===== config.mk =====
export PLATFORM = sky130hd
export DESIGN_NAME = stream_find_replace
export DESIGN_NICKNAME = d
export VERILOG_FILES = /design/src/sv/sfr_pkg.sv /design/src/sv/sfr_window.sv /design/src/sv/sfr_burst.sv /design/src/sv/stream_find_replace.sv
export SDC_FILE = /design/constraint.sdc
export NUM_CORES = 1
export LEC_CHECK = 0
export BUFFER_PORTS_ARGS = -buffer_cell sky130_fd_sc_hd__buf_4
export CORE_UTILIZATION = 50
export DETAILED_ROUTE_END_ITERATION = 7
export GPL_TIMING_DRIVEN = 0
export PLACE_DENSITY = 0.78
export SETUP_SLACK_MARGIN = 0.02
export SYNTH_ARGS = -nofsm -noshare
export SYNTH_HDL_FRONTEND = slang
export SYNTH_SLANG_ARGS = --single-unit

===== constraint.sdc =====
create_clock -name clk -period 12.6 [get_ports clk]
set_clock_uncertainty 0.15 [all_clocks]
set_input_delay 0.63 -clock clk [delete_from_list [all_inputs] [get_ports clk]]
set_output_delay 0.63 -clock clk [all_outputs]
set_load 0.02 [all_outputs]

===== src/sv/sfr_pkg.sv =====
// Shared types and constants for the streaming find-and-replace block.
`default_nettype none
package sfr_pkg;

	localparam int unsigned LEN_W   = 4;   // width of a length register
	localparam int unsigned WORD_W  = 64;  // width of a byte-string register
	localparam int unsigned MAX_ALL = 8;   // bytes a string register can carry

	// Configuration register indexes
	typedef enum logic [1:0] {
		REG_PATTERN_BYTES      = 2'd0,
		REG_PATTERN_LENGTH     = 2'd1,
		REG_REPLACEMENT_BYTES  = 2'd2,
		REG_REPLACEMENT_LENGTH = 2'd3
	} sfr_reg_t;

	// Live configuration seen by the window logic
	typedef struct packed {
		logic [WORD_W-1:0] pat;
		logic [LEN_W-1:0]  plen;
		logic [WORD_W-1:0] rep;
		logic [LEN_W-1:0]  rlen;
	} sfr_cfg_t;

	// Results caused by one input byte, oldest in the low byte
	typedef struct packed {
		logic [8*MAX_ALL-1:0] bytes;
		logic [LEN_W-1:0]     count;
		logic                 marker;
		logic                 last;
	} sfr_burst_t;

endpackage
`default_nettype wire


===== src/sv/sfr_window.sv =====
// Match window: holds pending bytes, compares against the pattern, builds the burst.
`default_nettype none
module sfr_window #(
	parameter int unsigned MAX_PATTERN = 8
) (
	input  wire logic              clk,
	input  wire logic              arst_n,
	input  wire logic              accept,
	input  wire logic              clear,
	input  wire sfr_pkg::sfr_cfg_t cfg,
	input  wire logic [7:0]        data_byte,
	input  wire logic              last_byte,
	output sfr_pkg::sfr_burst_t    burst
);
	import sfr_pkg::*;

	localparam int unsigned FW = $clog2(MAX_PATTERN + 1);

	logic [7:0]       window_q [MAX_PATTERN];
	logic [FW-1:0]    fill_q;
	logic [7:0]       wn [MAX_PATTERN];
	logic [LEN_W-1:0] fill_next;
	logic             full;
	logic             hit;

	// Window with the new byte placed at the fill position, then compare
	always_comb begin
		hit = 1'b1;
		for (int k = 0; k < MAX_PATTERN; k++) begin
			wn[k] = (FW'(k) == fill_q) ? data_byte : window_q[k];
			if ((LEN_W'(k) < cfg.plen) && (wn[k] != cfg.pat[8*k +: 8]))
				hit = 1'b0;
		end
		fill_next = LEN_W'(fill_q) + LEN_W'(1);
		full      = (cfg.plen != '0) && (fill_next == cfg.plen);
	end

	// Assemble the results of this byte
	always_comb begin
		burst        = '0;
		burst.last   = last_byte;
		if (cfg.plen == '0) begin
			burst.bytes[7:0] = data_byte;
			burst.count      = LEN_W'(1);
		end else if (full && hit) begin
			burst.bytes = cfg.rep;
			burst.count = cfg.rlen;
		end else if (last_byte) begin
			// flush everything pending, oldest first
			for (int k = 0; k < MAX_PATTERN; k++)
				burst.bytes[8*k +: 8] = wn[k];
			burst.count = fill_next;
		end else if (full) begin
			burst.bytes[7:0] = wn[0];
			burst.count      = LEN_W'(1);
		end
		if (last_byte && (burst.count == '0)) begin
			burst.bytes  = '0;
			burst.count  = LEN_W'(1);
			burst.marker = 1'b1;
		end
	end

	always_ff @(posedge clk or negedge arst_n) begin
		if (!arst_n) begin
			fill_q <= '0;
		end else if (clear) begin
			fill_q <= '0;
		end else if (accept && (cfg.plen != '0)) begin
			if (last_byte || (full && hit)) begin
				fill_q <= '0;
			end else if (full) begin
				fill_q <= FW'(cfg.plen - LEN_W'(1));
			end else begin
				fill_q <= FW'(fill_next);
			end
		end
	end

	// Window bytes: payload, no reset
	always_ff @(posedge clk) begin
		if (accept && (cfg.plen != '0) && !last_byte && !(full && hit)) begin
			if (full) begin
				// drop the oldest byte
				for (int k = 0; k < MAX_PATTERN - 1; k++)
					window_q[k] <= wn[k+1];
				window_q[MAX_PATTERN-1] <= wn[MAX_PATTERN-1];
			end else begin
				for (int k = 0; k < MAX_PATTERN; k++)
					window_q[k] <= wn[k];
			end
		end
	end

endmodule
`default_nettype wire


===== src/sv/sfr_burst.sv =====
// Result buffer: holds one burst of results and hands them out one per transaction.
`default_nettype none
module sfr_burst #(
	parameter int unsigned DEPTH = 8
) (
	input  wire logic                clk,
	input  wire logic                arst_n,
	input  wire logic                load,
	input  wire sfr_pkg::sfr_burst_t load_data,
	input  wire logic                result_stall,
	output logic                     free,
	output logic                     result_valid,
	output logic [7:0]               out_byte,
	output logic                     byte_valid,
	output logic                     end_of_string
);
	import sfr_pkg::*;

	localparam int unsigned CW = $clog2(DEPTH + 1);

	logic [8*DEPTH-1:0] buf_q;
	logic [CW-1:0]      cnt_q;
	logic               marker_q;
	logic               last_q;
	logic               pop;

	assign result_valid  = (cnt_q != '0);
	assign pop           = result_valid && !result_stall;
	// take a new burst when empty or when the final entry leaves this cycle
	assign free          = (cnt_q == '0) || ((cnt_q == CW'(1)) && !result_stall);
	assign out_byte      = buf_q[7:0];
	assign byte_valid    = !marker_q;
	assign end_of_string = last_q && (cnt_q == CW'(1));

	always_ff @(posedge clk or negedge arst_n) begin
		if (!arst_n) begin
			cnt_q    <= '0;
			marker_q <= 1'b0;
			last_q   <= 1'b0;
		end else if (load) begin
			cnt_q    <= load_data.count[CW-1:0];
			marker_q <= load_data.marker;
			last_q   <= load_data.last;
		end else if (pop) begin
			cnt_q <= cnt_q - CW'(1);
		end
	end

	always_ff @(posedge clk) begin
		if (load) begin
			buf_q <= load_data.bytes[8*DEPTH-1:0];
		end else if (pop) begin
			buf_q <= buf_q >> 8;
		end
	end

endmodule
`default_nettype wire


===== src/sv/stream_find_replace.sv =====
// Top level of the streaming find-and-replace block.
//
//  channel  | handshake              | payload
//  ---------+------------------------+--------------------------------------
//  item     | item_valid / item_stall| data_byte, last_byte
//  result   | result_valid/result_stall | out_byte, byte_valid, end_of_string
//  cfg      | cfg_valid / cfg_ready  | cfg_index, cfg_data
//
// An input byte is compared against the pattern in the cycle it is accepted and its
// results (0 to 8) land in the result buffer at the next edge. Results leave one per
// cycle while result_stall is low; a byte that causes one result then lets the next byte
// follow every cycle, while a replacement or flush of n results holds item_stall until its last result leaves.
// Reset clears the window fill, all config registers and the result buffer.
// cfg_ready is always high; write config only while the block is idle.
`default_nettype none
module stream_find_replace #(
	parameter int unsigned MAX_PATTERN     = 8,
	parameter int unsigned MAX_REPLACEMENT = 8
) (
	input  wire logic        clk,
	input  wire logic        arst_n,
	// input bytes
	input  wire logic        item_valid,
	output logic             item_stall,
	input  wire logic [7:0]  data_byte,
	input  wire logic        last_byte,
	// rewritten bytes
	output logic             result_valid,
	input  wire logic        result_stall,
	output logic [7:0]       out_byte,
	output logic             byte_valid,
	output logic             end_of_string,
	// configuration writes
	input  wire logic        cfg_valid,
	output logic             cfg_ready,
	input  wire logic [1:0]  cfg_index,
	input  wire logic [63:0] cfg_data
);
	import sfr_pkg::*;

	// deepest burst: a full-window flush or a full replacement
	localparam int unsigned BURST_DEPTH =
		(MAX_PATTERN > MAX_REPLACEMENT) ? MAX_PATTERN : MAX_REPLACEMENT;

	sfr_cfg_t   cfg_q;
	sfr_burst_t burst;
	logic       accept;
	logic       cfg_we;
	logic       plen_we;
	logic       free;

	assign cfg_ready  = 1'b1;
	assign cfg_we     = cfg_valid && cfg_ready;
	assign plen_we    = cfg_we && (sfr_reg_t'(cfg_index) == REG_PATTERN_LENGTH);
	assign item_stall = !free;
	assign accept     = item_valid && !item_stall;

	// Config registers; lengths saturate at the build-time maximum
	always_ff @(posedge clk or negedge arst_n) begin
		if (!arst_n) begin
			cfg_q <= '0;
		end else if (cfg_we) begin
			case (sfr_reg_t'(cfg_index))
				REG_PATTERN_BYTES: begin
					cfg_q.pat <= cfg_data;
				end
				REG_PATTERN_LENGTH: begin
					cfg_q.plen <= (cfg_data[LEN_W-1:0] > LEN_W'(MAX_PATTERN)) ?
						LEN_W'(MAX_PATTERN) : cfg_data[LEN_W-1:0];
				end
				REG_REPLACEMENT_BYTES: begin
					cfg_q.rep <= cfg_data;
				end
				REG_REPLACEMENT_LENGTH: begin
					cfg_q.rlen <= (cfg_data[LEN_W-1:0] > LEN_W'(MAX_REPLACEMENT)) ?
						LEN_W'(MAX_REPLACEMENT) : cfg_data[LEN_W-1:0];
				end
				default: begin
					cfg_q <= cfg_q;
				end
			endcase
		end
	end

	// Window and compare; a pattern length write drops pending bytes
	sfr_window #(
		.MAX_PATTERN(MAX_PATTERN)
	) u_window (
		.clk       (clk),
		.arst_n    (arst_n),
		.accept    (accept),
		.clear     (plen_we),
		.cfg       (cfg_q),
		.data_byte (data_byte),
		.last_byte (last_byte),
		.burst     (burst)
	);

	// Result buffer drains the burst one transaction at a time
	sfr_burst #(
		.DEPTH(BURST_DEPTH)
	) u_burst (
		.clk           (clk),
		.arst_n        (arst_n),
		.load          (accept),
		.load_data     (burst),
		.result_stall  (result_stall),
		.free          (free),
		.result_valid  (result_valid),
		.out_byte      (out_byte),
		.byte_valid    (byte_valid),
		.end_of_string (end_of_string)
	);

endmodule
`default_nettype wire


Word level (Yosys, flattened, before mapping)

Memories as Yosys holds them, arrays and structs flattened.
Cells that the tools add are included.

Register bits: 210
RAM bits: 64
Bits of input ports: 80
Output and inout port bits: 13
Word-level logic and storage cells: 135
Memories: 1

Memory list:

| name              | words | bits a word | rd ports | clocked after memory_dff | wr ports | RTL line         | source |
|---|---|---|---|---|---|---|---|
| u_window.window_q | 8     | 8           | 8        | 0                        | 8        | sfr_window.sv:19 | `logic [7:0] window_q [MAX_PATTERN];` |

Add/sub/neg operators: 3
Order comparisons: 9
Equal/unequal tests: 20
Muxes and demuxes: 46
Bitwise logic cells: 8
Reduce and logical (&&, ||, !) cells: 39

Operators by type and width:

| cell                  | number |
|---|---|
| $mux W64              | 2 |
| $mux W8               | 16 |
| $mux W56              | 2 |
| $mux W69              | 1 |
| $mux W68              | 1 |
| $ne A8 B8 Y1          | 8 |
| $mux W12              | 3 |
| $mux W4               | 7 |
| $logic_and A1 B1 Y1   | 19 |
| $eq A3 B4 Y1 const A  | 4 |
| $logic_not A4 Y1      | 4 |
| $lt A3 B4 Y1 const A  | 4 |
| $mux W1               | 14 |
| $eq A2 B4 Y1 const A  | 2 |
| $lt A1 B4 Y1 const A  | 2 |
| $lt A2 B4 Y1 const A  | 2 |
| $or A1 B1 Y1          | 8 |
| $reduce_and A2 Y1     | 4 |
| $reduce_bool A4 Y1    | 2 |
| $sub A4 B1 Y4 const B | 2 |
| $logic_not A1 Y1      | 5 |
| $add A4 B1 Y4 const B | 1 |
| $eq A1 B4 Y1 const A  | 1 |
| $eq A2 B2 Y1 const B  | 2 |
| 7 further kinds       | 9 |

Logic depth before layout (Yosys ltp)

Depth in word-level cells: 19
Gate-level depth with buffers: 16
Mapped depth without buffers: 12

Modules after synthesis

From an unflattened synthesis, not the netlist that was laid out.

Cell total of the unflattened synthesis: 1,252
Area, all modules: 15,239.6 um^2

Modules (own cells, without submodules):

| module              | instances | cells each | area each (um^2) | seq. area each (um^2) |
|---|---|---|---|---|
| sfr_window          | 1         | 770        | 6,625.1          | 2,021.9 |
| stream_find_replace | 1         | 299        | 5,546.6          | 3,403.3 |
| sfr_burst           | 1         | 183        | 3,067.9          | 2,072.0 |

Least setup slack after synthesis

OpenSTA, ideal clock, no wires.

Path kind: register to register
Start point: register u_window.fill_q[0]
End point: memory u_window.window_q[0][0], enable pin
Library setup time: 0.546 ns
Arrival time: 4.267 ns
Data required time: 11.904 ns
Setup slack: 7.638 ns
Stages on the path, launching flop included: 14
Path buffers: 4
Clock period less this slack: 4.962 ns
Path through: dfrtp_1 > ha_1 > clkbuf_1 > nor3b_1 > clkbuf_1 > mux2i_1 > o22ai_1 > or3_1 > or4_4 > o21ai_2 > nand3_2 > buf_2 > buf_1 > and2_1

RTL lines:

| element                | RTL line         | source |
|---|---|---|
| start, declared        | sfr_window.sv:20 | `logic [FW-1:0] fill_q;` |
| start signal, assigned | sfr_window.sv:73 | `fill_q <= FW'(cfg.plen - LEN_W'(1));` |
| start signal, assigned | sfr_window.sv:75 | `fill_q <= FW'(fill_next);` |
| end, declared          | sfr_window.sv:19 |  |

==> summary.md <==
| Metric | Value |
|---|---|
| Syn Std Cell Area | `approximately 15000 µm²` |
| Synth top area share | `between 20% and 30%` |
| Sequential fraction of the synthesis area | `roughly half` |
| Die H | `~170 µm` |
| Slew HR | `roughly 26%` |
| IO Port Bufs | `86` |
| Net count, final | `~1600` |
| Critical path fanouts, max | `64` |
| IO Count | `a little over 90` |
| Post-synth EDFFs | `128` |
| RSZ-0062 raised after global routing | `false` |
| Outcome | `finished, final reports clean` |
| Area Growth Syn to Fin | `14.4%` |
| Mapped Avg Cell Area | `roughly 11 µm²` |
| Via Count | `between 10000 and 15000` |
| CP required | `between 10 and 15 ns` |
| F_max | `0.175 GHz` |
| ANT cells | `0` |
| Syn_nets | `around 1500` |
| Clock Root Buffer | `clkbuf_16` |
| Row Count | `62` |
| Vias per Instance | `6.26` |
| Synth Instances | `around 1400` |
| Initial core utilization | `about 51%` |
| Pre-CTS WS | `roughly 6.9 ns` |
| Tmin final | `5.71 ns` |
| Top cells by area, synth | `edfxtp_1 26%, dfrtp_1 25%, mux2_2 8.6%, mux2i_1 7.2%, nor2_1 4.9%` |
| Ys async rst share | `53.3%` |
| TritonCTS Sinks | `between 200 and 300` |
| Max VDD drop | `0.104 mV` |
| Period utilisation layout | `a little under half` |
| Final GP Congestion | `0.929` |
| Yosys top cell by area | `edfxtp_1` |
| Post-route setup slack | `~6.9 ns` |
| Die width | `175 µm` |
| Setup violations, final | `0` |
| Setup TNS | `0 ns` |
| Primary FF master, synth | `dfrtp_1` |
| Setup CP Type | `register to register` |
| Grt total ovfl | `0` |
| CTS buffer count | `30` |
| DRT antenna net count | `0` |
| Worst Setup Start Kind | `register` |
| CTS tree | `built` |
| Worst-Skew Late Latency | `~0.59 ns` |
| Max Cap Viol | `0` |
| Finished Core Util | `between 50% and 60%` |
| Power per cell area | `168 nW/µm²` |
| Warnings, synthesis | `0` |
| Core area | `approximately 29000 µm²` |
| Filler cell count | `around 2500` |
| Drt initial violations | `between 1500 and 2000` |
| Fin. max-slew vios | `0` |
| Detailed Place HPWL | `approximately 33000 µm` |
| Avg WL per Cell | `24.0 µm` |
| Min-Delay Path Class | `primary input to register` |
| Initial antenna violation count | `0` |
| GRT Total Usage | `between 30% and 40%` |
| H-tree level count | `1` |
| Power, Total | `0.00286 W` |
| Synth unique cells | `slightly below 70` |
| Slew @ Worst Pin | `around 1.1 ns` |
| Leakage | `roughly 7.4 nW` |
| PostCTS Resize Cnt | `0` |
| Final hold vios | `0` |
| Max clock buf depth | `3` |
| Die area | `30500 µm²` |
| Flops & latches, synth | `274` |
| Worst Path Arrival | `between 5 and 6 ns` |
| Hold_ws | `0.114 ns` |
| Clock transition at path regs | `about 0.06 ns` |
| Largest net degree at the start of global routing | `a little under 90` |
| Post-Route WL | `about 46000 µm` |
| Number of remaining DRC errors | `0` |
| Layout cells sized above 1 | `approximately a fifth` |
| Vias in the first global route | `between 10000 and 15000` |
| First-pass GRT wire length | `roughly 70000 µm` |
| Crit end category | `register` |
| Hold Path Cell Cnt | `3` |
| DR pass1 iterations | `5` |
| FF-to-FF path depth | `13` |
[worst max-delay path, cell delays in order, from the launching register on]
cell      delay, ns
dfrtp_1        0.52
ha_1           0.21
clkbuf_1       0.26
nor3b_1        0.67
clkbuf_1       0.47
mux2i_1        0.31
o22ai_1        0.11
or3_1          0.42
or4_4          0.61
o21ai_2        0.30
nand3_2        0.22
buf_2          0.26
buf_1          0.28
and2_4         0.53
[cell usage in the layout (no fill, tap or decap), types with 38 or more instances in the layout]
master / count
nand2_1: 133
buf_4: 97
mux2i_1: 107
o22ai_1: 74
dfrtp_1: 146
nor2_1: 195
clkbuf_1: 75
a21oi_1: 38
inv_1: 53
edfxtp_1: 128
mux2_2: 114
[registers in the layout, summed over array words and instances (netlist names)]
register	flops
u_window.window_q	64
u_burst.buf_q	64
u_burst.marker_q	1
cfg_q	136
u_burst.cnt_q	4
u_burst.last_q	1
u_window.fill_q	4
[cells in the mapped netlist, drive strengths merged, types with 19 or more instances]
library cell  instances
nand2               134
mux2                114
inv                  55
a21oi                38
o22ai                74
o31ai                49
edfxtp              128
mux2i               108
nor3                 19
dfrtp               146
xnor2                20
nor2                195
xor2                 37
clkbuf               65
buf                  30
o21ai                39
[cell type report]
| type | count | area (µm²) | share of cell area, % |
|---|---|---|---|
| clock buffer | 41 | 802 | 4.71 |
| timing repair buffer | 89 | 707 | 4.15 |
| tap | 384 | 480 | 2.82 |
| inverter | 56 | 210 | 1.23 |
| buffer | 95 | 452 | 2.65 |
| multi-input combinational | 974 | 6730 | 39.5 |
| sequential | 274 | 7500 | 44.0 |
| clock inverter | 15 | 151 | 0.889 |
[logic make-up after synthesis]
group                      share of synthesized area [%]
buffers and inverters                               4.45
and+or+nand+nor                                     12.4
AOI/OAI and AO/OA                                   12.7
muxes                                               15.9
other                                             0.0252
adders and majority gates                          0.756
xor gates and xnor gates                            3.35
DFF                                                 50.4
[per-stage QoR]
| step | cells | area (µm²) |
|---|---|---|
| after floorplan | 1399 | 14900 |
| after global placement | 1869 | 16000 |
| after detailed placement | 1871 | 16100 |
| after CTS | 1928 | 17000 |
| after global routing | 1928 | 17000 |
| final | 1928 | 17000 |
[metal layers]
layer  vias up  routed length [µm]  global-route usage [%]
met3       149                5280                    7.28
met5         -                   0                       0
met4         0                2280                    14.1
met1      5884               17600                    39.5
met2       744               21100                    48.8
li1       5301                   -                       -
[timing repair]
item	4_1_cts	5_1_grt
hold buffers	1	0
buffers inserted	0	0
hold endpoints to repair	60	0
[power breakdown]
group          switching [W]  total, W  internal, W  leakage, nW
clock               0.000371  0.000859     0.000488        0.457
sequential          0.000119   0.00127      0.00115         2.97
combinational       0.000432  0.000736     0.000304         3.94
[path summary, 6_finish.rpt]
kind,start,end,slack [ns]
worst min-delay path,cfg_data[59],cfg_q[131],0.11
max in group asynchronous,arst_n,cfg_q[74],11.00
worst min register to register,u_burst.last_q,u_burst.last_q,0.35
worst max-delay path,u_window.fill_q[0],u_window.window_q[0][21],6.89
min in group asynchronous,arst_n,cfg_q[41],0.43
worst max register to register,u_window.fill_q[0],u_window.window_q[0][21],6.89
(Power assumes the default switching activity.)
